===== src/rtl/twdiv_pkg.sv =====
// Package: shared defaults and control types for the two-word by one-word divider.
package twdiv_pkg;

  localparam int unsigned WordBitsDef = 32;

  typedef struct packed {
    logic valid;
    logic invalid;
  } twdiv_ctrl_t;

endpackage


===== src/rtl/twdiv_skid.sv =====
// Output register with one skid entry; applies the invalid-result override.
module twdiv_skid #(
  parameter int unsigned WORD_BITS = twdiv_pkg::WordBitsDef
) (
  input  logic                   clk_i,
  input  logic                   rst_ni,
  input  twdiv_pkg::twdiv_ctrl_t ctrl_i,
  input  logic [WORD_BITS-1:0]   quot_i,
  input  logic [WORD_BITS-1:0]   rem_i,
  output logic                   ready_o,
  output logic                   out_valid_o,
  input  logic                   out_ready_i,
  output logic [WORD_BITS-1:0]   quotient_o,
  output logic [WORD_BITS-1:0]   remainder_o,
  output logic                   invalid_o
);
  import twdiv_pkg::*;

  logic                 out_valid_q, skid_valid_q;
  logic [WORD_BITS-1:0] out_quot_q, out_rem_q, skid_quot_q, skid_rem_q;
  logic                 out_inv_q, skid_inv_q;
  logic [WORD_BITS-1:0] new_quot, new_rem;
  logic                 in_take, out_free;

  assign ready_o  = !skid_valid_q;
  assign in_take  = ready_o && ctrl_i.valid;
  assign out_free = !out_valid_q || out_ready_i;

  always_comb begin
    new_quot = ctrl_i.invalid ? '1 : quot_i;
    new_rem  = ctrl_i.invalid ? '0 : rem_i;
  end

  always_ff @(posedge clk_i or negedge rst_ni) begin
    if (!rst_ni) begin
      out_valid_q  <= 1'b0;
      skid_valid_q <= 1'b0;
    end else begin
      if (out_free) begin
        out_valid_q  <= skid_valid_q || in_take;
        skid_valid_q <= 1'b0;
      end else if (in_take) begin
        skid_valid_q <= 1'b1;
      end
    end
  end

  always_ff @(posedge clk_i) begin
    if (out_free) begin
      if (skid_valid_q) begin
        out_quot_q <= skid_quot_q;
        out_rem_q  <= skid_rem_q;
        out_inv_q  <= skid_inv_q;
      end else if (in_take) begin
        out_quot_q <= new_quot;
        out_rem_q  <= new_rem;
        out_inv_q  <= ctrl_i.invalid;
      end
    end else if (in_take) begin
      skid_quot_q <= new_quot;
      skid_rem_q  <= new_rem;
      skid_inv_q  <= ctrl_i.invalid;
    end
  end

  assign out_valid_o = out_valid_q;
  assign quotient_o  = out_quot_q;
  assign remainder_o = out_rem_q;
  assign invalid_o   = out_inv_q;

endmodule


===== config.mk =====
export PLATFORM = sky130hd
export DESIGN_NAME = twdiv_skid
export DESIGN_NICKNAME = d
export VERILOG_FILES = /design/src/rtl/twdiv_pkg.sv /design/src/rtl/twdiv_skid.sv
export SDC_FILE = /design/constraint.sdc
export NUM_CORES = 1
export LEC_CHECK = 0
export BUFFER_PORTS_ARGS = -buffer_cell sky130_fd_sc_hd__clkbuf_2
export CORE_UTILIZATION = 55
export DETAILED_ROUTE_END_ITERATION = 12
export GPL_TIMING_DRIVEN = 0
export PLACE_DENSITY = 0.78
export SYNTH_ARGS = -nofsm -noshare
export SYNTH_HDL_FRONTEND = slang
export SYNTH_SLANG_ARGS = --single-unit

===== constraint.sdc =====
create_clock -name clk_i -period 11.05 [get_ports clk_i]
set_clock_uncertainty 0.2 [all_clocks]
set_input_delay 0.5525 -clock clk_i [delete_from_list [all_inputs] [get_ports clk_i]]
set_output_delay 0.5525 -clock clk_i [all_outputs]
set_load 0.005 [all_outputs]

=== After elaboration in Yosys (flattened, before gate mapping) ===
Cells that the tools add are included.

* Flip-flop bits (word level): 132
* Word-level logic and storage cells: 28

* Mux-type cells: 10
* Bitwise gates (word level): 1
* Reduce and logical (&&, ||, !) cells: 9

{| class="wikitable"
|+ Operator list
! cell !! number
|-
| $mux W32 || 6
|-
| $mux W1 || 4
|-
| $reduce_and A2 Y1 || 2
|-
| $reduce_bool A2 Y1 || 2
|-
| $logic_not A1 Y1 || 2
|-
| $logic_or A1 B1 Y1 || 2
|-
| $logic_and A1 B1 Y1 || 1
|-
| $not A1 Y1 || 1
|}

=== Longest topological paths before layout ===
* Depth after elaboration: 4
* Gate-level depth with buffers: 4

=== Least setup slack after synthesis ===
No wires, ideal clock.

* Path kind: input-to-reg
* Start point: input port out_ready_i
* End point: register skid_inv_q, enable pin
* Setup time: 581 ps
* Data arrival time: 5512 ps
* Required time: 10269 ps
* Setup slack: 4757 ps
* Stages: 2
* Path through: nand2b_1 nor3b_1

* Word-level cells in the longest chain between the ends: 3

{| class="wikitable"
|+ Ends and longest elaborated chain
! element !! line !! source
|-
| from (decl) || twdiv_skid.sv:12 || <nowiki>input logic out_ready_i,</nowiki>
|-
| $logic_or A1 B1 Y1 || twdiv_skid.sv:27 || <nowiki>assign out_free = !out_valid_q || out_ready_i;</nowiki>
|-
| $not A1 Y1 (no line) || n/a ||
|-
| $reduce_and A2 Y1 (no line) || n/a ||
|-
| to (signal assigned) || twdiv_skid.sv:62 || <nowiki>skid_inv_q <= ctrl_i.invalid;</nowiki>
|-
| to (decl) || twdiv_skid.sv:21 || <nowiki>logic out_inv_q, skid_inv_q;</nowiki>
|}

No other way between the ends.
A chain may end at the register's enable or synchronous reset.

=== Worst setup path in the final report ===
* Start point: register skid_valid_q
* End point: output port ready_o

* Word-level cells in the longest chain between the ends: 1

{| class="wikitable"
|+ Ends and longest elaborated chain
! element !! line !! source
|-
| from (decl) || twdiv_skid.sv:19 || <nowiki>logic out_valid_q, skid_valid_q;</nowiki>
|-
| from (signal assigned) || twdiv_skid.sv:37 || <nowiki>skid_valid_q <= 1'b0;</nowiki>
|-
| from (signal assigned) || twdiv_skid.sv:41 || <nowiki>skid_valid_q <= 1'b0;</nowiki>
|-
| from (signal assigned) || twdiv_skid.sv:43 || <nowiki>skid_valid_q <= 1'b1;</nowiki>
|-
| $logic_not A1 Y1 || twdiv_skid.sv:25 || <nowiki>assign ready_o = !skid_valid_q;</nowiki>
|-
| to (decl) || twdiv_skid.sv:10 || <nowiki>output logic ready_o,</nowiki>
|}

No other way between the ends.

==> reports/metrics.csv <==
metric,value,unit
seq_area,0.003954,mm²
avgViaCountPerCell,4.847,
critical_path_class,reg2out,
setup_violations,0,
worstPathRequired,10.30,ns
crit_fanout,10,
nNetsFinal,511,
timing.hold.worst.class,in2reg,
reg2reg_from,out_valid_o,
synth_cell_type_count,17,
clkSinkCount,132,
cp_slowest_cell,dfrtp_1,
fillers,650,
grt_pass1_wl,14310,µm
finalWorstSetupSlack,8.735,ns
port_buffers,135,
place_inst,555,
cpMostUsedCell,buf_6,
clkTransAtPathRegs,0.06,ns
finalHoldViolCount,0,
root_buffer,clkbuf_8,
antenna_found_initial,0,
wl,9499,µm
power_density,178.2,mW/mm²
startpoint,skid_valid_q,
endpoint,ready_o,
min_period_over_period,20.95,%
wl_per_cell,16.15,µm
seq_area_frac_synth,72.29,%
post_cts_buffers,0,
dpl.hpwl,6441,µm
firstDrtPassIters,4,
multi_input_area,0.001386,mm²
total_leakage_power,2.865,nW
worstPathBufferInverterCount,4,
vias,2850,
worstPathArrival,1.56,ns
fin_setup_tns,0,ns
min_period,2.315,ns
avgSynthCellArea,19.39,µm²
drive_above_1_share,55.82,%
rsz0062_at_grt,false,
fin_cells,588,
die_h,101.7,µm
num_io_pins,136,
setup.worst_path.end_class,primary output,
path_cells,inv_2 > buf_6 > buf_6 > clkbuf_2,
first_iter_violations,72,
gp_congestion,0.7211,
dpl_worst_slack,8.423,ns
synth_cells,282,
rows,36,
reg2reg_to,skid_rem_q[17],
h-tree-depth,4,
max_stage_delay,0.46,ns
mappedNetlistArea,0.005469,mm²
die_area,0.01035,mm²
synth_nets,351,
path_depth,4,
clk_latency,0.52,ns
grt_max_degree,66,
insertedDiodeCount,0,
timing.slew.headroom,35.93,%
ff2ff_setup_slack,8.81,ns
ir_worst_vdd,0.1101,mV
coreArea,0.009684,mm²
drv_slew,0,
cts_tree,done,
grt_pass1_vias,2787,
overflow,0,
grt.total_usage,19.38,%
cts_made_buffers,17,
r2r.worst_path.cells,4,
fmax,431.9,MHz
outcome,completed,
worst_setup_path_start_kind,register,
antenna_left,0,
drc,0,
cpLargestDelayFamily,buffers and inverters,
area_growth,27.13,%
yosysWarnings,0,
cap_violations,0,
ys_seq_elements,132,
clockBufferDepth,2,
die_w,101.7,µm
tightest_slew,0.9569,ns
start_util,56.47,%
==> report_power, final <==
group	switching, W	total (W)	internal (W)
combinational	0.0000537	0.000119	0.0000651
sequential	0.00000857	0.000599	0.000591
clock	0.000203	0.000521	0.000317
total	0.000266	0.00124	0.000973
==> cells in the mapped netlist, drive strengths merged <==
cell,count,share of area (%)
nor2b,25,2.9
or2,32,3.8
inv,1,0.069
nand2,1,0.069
dfrtp,2,0.92
mux2,65,17
and2b,7,0.96
nand2b,1,0.11
o21a,1,0.14
nor2,2,0.14
nor3b,1,0.14
edfxtp,130,71
buf,13,2.4
clkbuf,1,0.069
==> worst min-delay path by stage <==
stage               from          end  cells past startpoint
6_report       ctrl_i[0]   skid_inv_q                      1
5_1_grt        ctrl_i[0]   skid_inv_q                      1
4_1_cts        ctrl_i[0]   skid_inv_q                      1
3_5_place_dp      rst_ni  out_valid_o                      1
3_3_place_gp      rst_ni  out_valid_o                      1
2_1_floorplan     rst_ni  out_valid_o                      0
==> what timing repair did <==
action,CTS,global route
hold endpoints to repair,2,0
hold buffers,1,0
resized for setup,0,0
==> routing by layer <==
layer	track usage (%)	part of all wire, %
met1	22.36	40
met2	32.59	54
met3	6.280	3.9
met4	9.588	2.2
met5	0	0
==> final cells by class <==
class	count	area share [%]
tap	133	2.393
multi-input combinational	135	19.94
timing repair buffer	141	10.78
clock buffer	17	5.956
buffer	14	1.979
sequential	132	56.87
inverter	1	0.05399
clock inverter	15	2.033
==> state kept, by name, indices dropped and copies added, names as in the netlist <==
register	count
skid_rem_q	32
remainder_o	32
skid_inv_q	1
skid_quot_q	32
skid_valid_q	1
invalid_o	1
quotient_o	32
out_valid_o	1
==> through the flow <==
| step | instance area (µm²) | power [W] | hold slack [ns] | util (%) |
|---|---|---|---|---|
| 6_report | 6953 | 0.001239 | 0.08759 | 71.80 |
| 3_3_place_gp | 6311 | 0.0007249 | 0.1390 | 65.17 |
| 4_1_cts | 6953 | 0.001250 | 0.06044 | 71.80 |
| 2_1_floorplan | 5469 | 0.0006821 | 0.05691 | - |
| 5_1_grt | 6953 | 0.001282 | 0.05773 | 71.80 |
| 3_5_place_dp | 6387 | 0.0007295 | 0.1417 | 65.96 |
==> layout by cell type (no fill, tap or decap), drive strengths merged, types with 2 or more instances in the layout <==
cell type and n:
and2b 7, edfxtp 130, nor2b 25, buf 18, clkinv 9, bufinv 2, clkbuf 153, or2 32
nor2 2, clkinvlp 4, dfrtp 2, mux2 65
==> logic make-up after synthesis <==
group,synth area share (%)
multiplexers,16.95
AND/OR/NAND/NOR,8.030
buffers and inverters,2.585
flip-flops,72.29
AO/OA/AOI/OAI,0.1373
No activity file was read; power rests on OpenSTA's default activity.
