==> config.mk <==
export PLATFORM = sky130hd
export DESIGN_NAME = twdiv_stage
export DESIGN_NICKNAME = d
export VERILOG_FILES = /design/src/rtl/twdiv_pkg.sv /design/src/rtl/twdiv_stage.sv
export SDC_FILE = /design/constraint.sdc
export NUM_CORES = 1
export LEC_CHECK = 0
export BUFFER_PORTS_ARGS = -buffer_cell sky130_fd_sc_hd__buf_2
export CORE_ASPECT_RATIO = 0.9
export CORE_MARGIN = 1.5
export CORE_UTILIZATION = 35
export CTS_CLUSTER_DIAMETER = 60
export DETAILED_ROUTE_END_ITERATION = 10
export PLACE_DENSITY = 0.71
export SLEW_MARGIN = 20
export SYNTH_ARGS = -nofsm -noshare
export SYNTH_HDL_FRONTEND = slang
export SYNTH_SLANG_ARGS = --single-unit
==> constraint.sdc <==
create_clock -name clk_i -period 1.48 [get_ports clk_i]
set_input_delay 0.148 -clock clk_i [delete_from_list [all_inputs] [get_ports clk_i]]
set_output_delay 0.148 -clock clk_i [all_outputs]
set_load 0.02 [all_outputs]
==> src/rtl/twdiv_pkg.sv <==
// Package: shared defaults and control types for the two-word by one-word divider.
package twdiv_pkg;

  localparam int unsigned WordBitsDef = 32;

  typedef struct packed {
    logic valid;
    logic invalid;
  } twdiv_ctrl_t;

endpackage

==> src/rtl/twdiv_stage.sv <==
// One restoring-division step: produces one quotient bit, registered.
module twdiv_stage #(
  parameter int unsigned WORD_BITS = twdiv_pkg::WordBitsDef
) (
  input  logic                   clk_i,
  input  logic                   rst_ni,
  input  logic                   en_i,
  input  twdiv_pkg::twdiv_ctrl_t ctrl_i,
  input  logic [WORD_BITS-1:0]   rem_i,
  input  logic [WORD_BITS-1:0]   bits_i,
  input  logic [WORD_BITS-1:0]   div_i,
  output twdiv_pkg::twdiv_ctrl_t ctrl_o,
  output logic [WORD_BITS-1:0]   rem_o,
  output logic [WORD_BITS-1:0]   bits_o,
  output logic [WORD_BITS-1:0]   div_o
);
  import twdiv_pkg::*;

  twdiv_ctrl_t          ctrl_q;
  logic [WORD_BITS-1:0] rem_q, rem_d;
  logic [WORD_BITS-1:0] bits_q, bits_d;
  logic [WORD_BITS-1:0] div_q;
  logic [WORD_BITS-1:0] shifted;
  logic                 take;

  // bits_i: remaining dividend bits on top, quotient bits fill in from the bottom
  always_comb begin
    shifted = {rem_i[WORD_BITS-2:0], bits_i[WORD_BITS-1]};
    take    = rem_i[WORD_BITS-1] || (shifted >= div_i);
    rem_d   = take ? (shifted - div_i) : shifted;
    bits_d  = {bits_i[WORD_BITS-2:0], take};
  end

  always_ff @(posedge clk_i or negedge rst_ni) begin
    if (!rst_ni) begin
      ctrl_q <= '0;
    end else if (en_i) begin
      ctrl_q <= ctrl_i;
    end
  end

  always_ff @(posedge clk_i) begin
    if (en_i && ctrl_i.valid) begin
      rem_q  <= rem_d;
      bits_q <= bits_d;
      div_q  <= div_i;
    end
  end

  assign ctrl_o = ctrl_q;
  assign rem_o  = rem_q;
  assign bits_o = bits_q;
  assign div_o  = div_q;

endmodule

* Yosys cells after proc, flatten, opt, wreduce, memory -nomap -nowiden
Index checks and enable logic that the tools add are counted.
** Storage, ports and cells
- Register bits :: 98
- Word-level logic and storage cells :: 10
- Input bits :: 101
- Output and inout bits :: 98
** Operators by class
- $lt $le $gt $ge :: 1
- Reduce and logical (&&, ||, !) cells :: 2
- Add/sub/neg operators :: 1
- Muxes and demuxes :: 1
** Operators with widths (number)
- $ge A32 B32 Y1 :: 1
- $mux W32 :: 1
- $sub A32 B32 Y32 :: 1
- $logic_and A1 B1 Y1 :: 1
- $logic_or A1 B1 Y1 :: 1

* Longest topological paths before layout
- Depth after elaboration :: 3
- Gate-level depth with buffers :: 13
- Gate-level depth less buffers :: 12

* Least setup slack after synthesis
OpenSTA, ideal clock, no wires.
- Path type :: input port to flip-flop
- Start :: input port ctrl_i[1] (netlist bit)
- End :: register bits_q[0] (netlist: bits_o[0]), enable pin
- Arrival :: 2368 ps
- Data required time :: 1015 ps
- Cell stages on the path :: 1
- Slack :: -1353 ps
- Setup time :: 465 ps
- Path buffers :: 0
- Cells stage by stage :: and2_1
** Between the ends
- Word-level cells in the longest chain between the ends :: 1
** RTL lines
- from (decl) :: RTL line twdiv_stage.sv:8 : input twdiv_pkg::twdiv_ctrl_t ctrl_i,
- $logic_and A1 B1 Y1 :: RTL line twdiv_stage.sv:43 : if (en_i && ctrl_i.valid) begin
- to (signal assigned) :: RTL line twdiv_stage.sv:45 : bits_q <= bits_d;
- to (decl) :: RTL line twdiv_stage.sv:21 : logic [WORD_BITS-1:0] bits_q, bits_d;
No other way between the ends.
A chain may end at the register's enable or synchronous reset.

* Final worst setup path
- Start :: input port rem_i[20]
- End :: register rem_q[7] (netlist: rem_o[7]), data pin
** Between the ends
- Word-level cells in the longest chain between the ends :: 3
** RTL lines
- from (decl) :: RTL line twdiv_stage.sv:9 : input logic [WORD_BITS-1:0] rem_i,
- $ge A32 B32 Y1 :: RTL line twdiv_stage.sv:29 : take = rem_i[WORD_BITS-1] || (shifted >= div_i);
- $logic_or A1 B1 Y1 :: RTL line twdiv_stage.sv:29
- $mux W32 :: RTL line twdiv_stage.sv:30 : rem_d = take ? (shifted - div_i) : shifted;
- net rem_d[7] :: RTL line twdiv_stage.sv:20 : logic [WORD_BITS-1:0] rem_q, rem_d;
- to (signal assigned) :: RTL line twdiv_stage.sv:44 : rem_q <= rem_d;
- to (decl) :: RTL line twdiv_stage.sv:20
The timed path passes the listed nets, and every way through them passes these cells.

==> metrics <==
deepest clock path buffer count 2; Critical Path End Type register; Final Util 0.635; post-route ant nets 0; first-pass GRT wire length 26300 um; pwr dens 916 nW/um^2; detailed-route via count 5303; Post-Syn Instances 474; r2r worst-path depth 1; Top Usage Layer GRT met2; Slew @ Worst Pin 0.512 ns; Flop pwr share 0.392; slew margin rel. 0.655; slack of the critical path -0.704 ns; failing checks negative setup slack; maximum VDD drop 0.624 mV; GRT Total Usage 0.214; hold depth 2; GRT Residual Overflow 0; Comb power frac 0.336; Slew Viols, Final 0; # rows 42; Critical Path RT 1.59 ns; worst skew pair latency 0.35 ns; GR Util met1 0.254; Final Power 8.62 mW; vias in the first global route 5281; # IOs 199; Die Wd 133 um; H-tree depth 3; die footprint 16100 um^2; area delta synth->final 75.5%; fill count 1182; Final Skew 0 ns; largest net degree at the start of global routing 43; most area-hungry cell type in the Yosys netlist edfxtp_1; internal power 5.98 mW; TritonCTS clock tree built; Core ar. 14800 um^2; Synth Register Bits 98; Startpoint Class input port; DR WL/cell 16.2 um; Synth cell types 60; Net Count, Synth 608; setup violators final 33; highest-delay cell along the critical path a311o_1; max-cap viol count 0; placed cell areas 7510 um^2; max incr delay on CP 0.36 ns; YS warnings 0; Switching Fraction 0.306; status finished with violations; f_max 458 MHz; sequential fraction of the synthesis area 0.547; Synth area leaders edfxtp_1 54%, ha_1 7.5%, a21oi_1 4.5%; met3 Use GR 0.0562; Worst EP arrival 2.30 ns; Synth Cell Area 5360 um^2; Initial DRT Pass Iterations 5; NetSw 2.64 mW; final non-filler cell total 1072; Final min period 2.18 ns; Inst Count DP 971; Pleak 4.10 nW; critical path class input port to register; initial antenna violation count 2; R2R Setup Slk 0.71 ns; via density per instance 4.95; layout cells sized above 1 0.544; Port Buffers 198; top-area cell type share of the netlist area 0.538; DRT iter0 DRCs 257; cts bufs inserted 9; Routability Congestion 0.901; Final Hold Fails 0; Clk pwr share 0.272; Top FF cell, synth edfxtp_1; number of synthesized flops with an enable pin 96; Clock Sinks 98; worst hold slack 0.0438 ns; syn_area_per_cell 11.3 um^2; DP HPWL 11500 um; CTS root buf clkbuf_16; RSZ-0062 raised after global routing true; nets 1002; Async SR Flop Fraction 0.0204; CP Max Fanout 8; fin crit share 1.48; CTS clk-pin slew, worst paths 0.07 ns; routed wire length 17300 um; starting density of the core 0.362; drt drc 0; final std cell area, no fill 9410 um^2; worst path cell trace buf_2, ha_1, buf_4, buf_4, a41oi_2, a21oi_2, a311o_1, a311oi_4, inv_2, buf_12, buf_12, nor2_4, a21oi_2; Die H 120 um; Hold Crit Class input port to register; GR met2 Demand/Resource 0.370
-- final timing paths --
kind	startpoint	to
max in group asynchronous	rst_ni	ctrl_o[0]
setup reg to reg	ctrl_o[0]	ctrl_o[0]
hold reg to reg	ctrl_o[1]	ctrl_o[1]
hold / removal	ctrl_i[0]	ctrl_o[0]
setup / recovery	rem_i[20]	rem_o[7]
min in group asynchronous	rst_ni	ctrl_o[1]
-- layout by cell type (no fill, tap or decap), types with 4 or more instances in the layout --
cell           instances
o31ai_4                4
o21ai_2                7
dlygate4sd3_1         63
xor2_1                 9
o21a_1                 6
xnor2_1                7
nor2_4                12
nor3_1                 7
edfxtp_1              96
nor2_2                 6
inv_2                 10
a21oi_2               22
ha_4                  17
nor2_1                11
clkbuf_16             10
a21oi_1               27
buf_2                185
buf_4                124
buf_12                 8
ha_1                  14
inv_1                 24
nand3_1                9
nand4_1                4
o21ai_0               12
o31ai_2                4
nand2_1               36
a21o_1                17
o21bai_1               4
nand2_2                6
o211ai_1               4
buf_6                 13
-- what timing repair did --
item | CTS | global route
endpoints found under the hold margin | 63 | 1
pin swaps | 30 | 26
hold buffers | 62 | 1
gates cloned | 4 | 1
setup buffers | 13 | 5
setup endpoints to repair | 33 | 33
gates resized for setup | 98 | 68
-- registers in the layout (all words and copies together), names as in the netlist --
signal and flops:
div_o 32, ctrl_o 2, rem_o 32, bits_o 32
-- logic make-up after synthesis --
family / after synthesis / synth area share
muxes: 3 / 0.00607
AOI/OAI and AO/OA: 148 / 0.188
and+or+nand+nor: 121 / 0.106
adders and majority gates: 33 / 0.0784
DFF: 98 / 0.547
xor gates and xnor gates: 17 / 0.0278
buffers and inverters: 54 / 0.0464
-- through the flow --
step | setup WS [ns] | TNS [ns]
floorplan | -0.878 | -27.17
global placement | -1.15 | -35.91
detailed placement | -1.20 | -37.19
CTS | -0.707 | -21.97
global route | -0.763 | -23.72
finish | -0.704 | -21.63
-- per-layer routing --
layer  share of wire  wire, um
met5         0.00087        15
met4           0.024       421
met3           0.072      1250
met2            0.49      8530
met1            0.41      7130
-- worst max-delay path, delay by kind of cell --
family	cells	cell delay, ns
compound gates	5	0.91
fa+ha+maj	1	0.32
buf+inv	6	0.80
simple gates	1	0.11
-- cell usage after synthesis, drive strengths merged, types with 3 or more instances --
library cell,instances
nand3,10
clkbuf,4
and2,6
inv,38
xor2,9
nor3,9
o21ai,22
o21a,6
nand2b,3
edfxtp,96
a211o,3
o21bai,5
nor2b,5
ha,32
buf,12
xnor2,8
a31oi,4
o31ai,9
nand2,42
nor2,29
o211ai,5
nand4,4
a21oi,52
a211oi,4
a21o,17
-- power by group through the flow --
stage	clock network [mW]	logic, mW	registers, mW
floorplan	0	0.966	3.73
global placement	0	2.16	3.43
detailed placement	0	2.19	3.44
CTS	2.41	2.68	3.38
global route	2.49	3.12	3.40
finish	2.34	2.90	3.38
-- cell type report --
type / count / area (um^2) / area share
multi-input combinational: 322 / 2840 / 0.302
tap: 198 / 248 / 0.0263
clock buffer: 10 / 239 / 0.0254
inverter: 38 / 163 / 0.0173
sequential: 98 / 2930 / 0.312
clock inverter: 6 / 57.6 / 0.00612
timing repair buffer: 399 / 2930 / 0.311
antenna: 1 / 2.50 / 0.000266
Note: power is estimated with default switching activity, not from simulation.
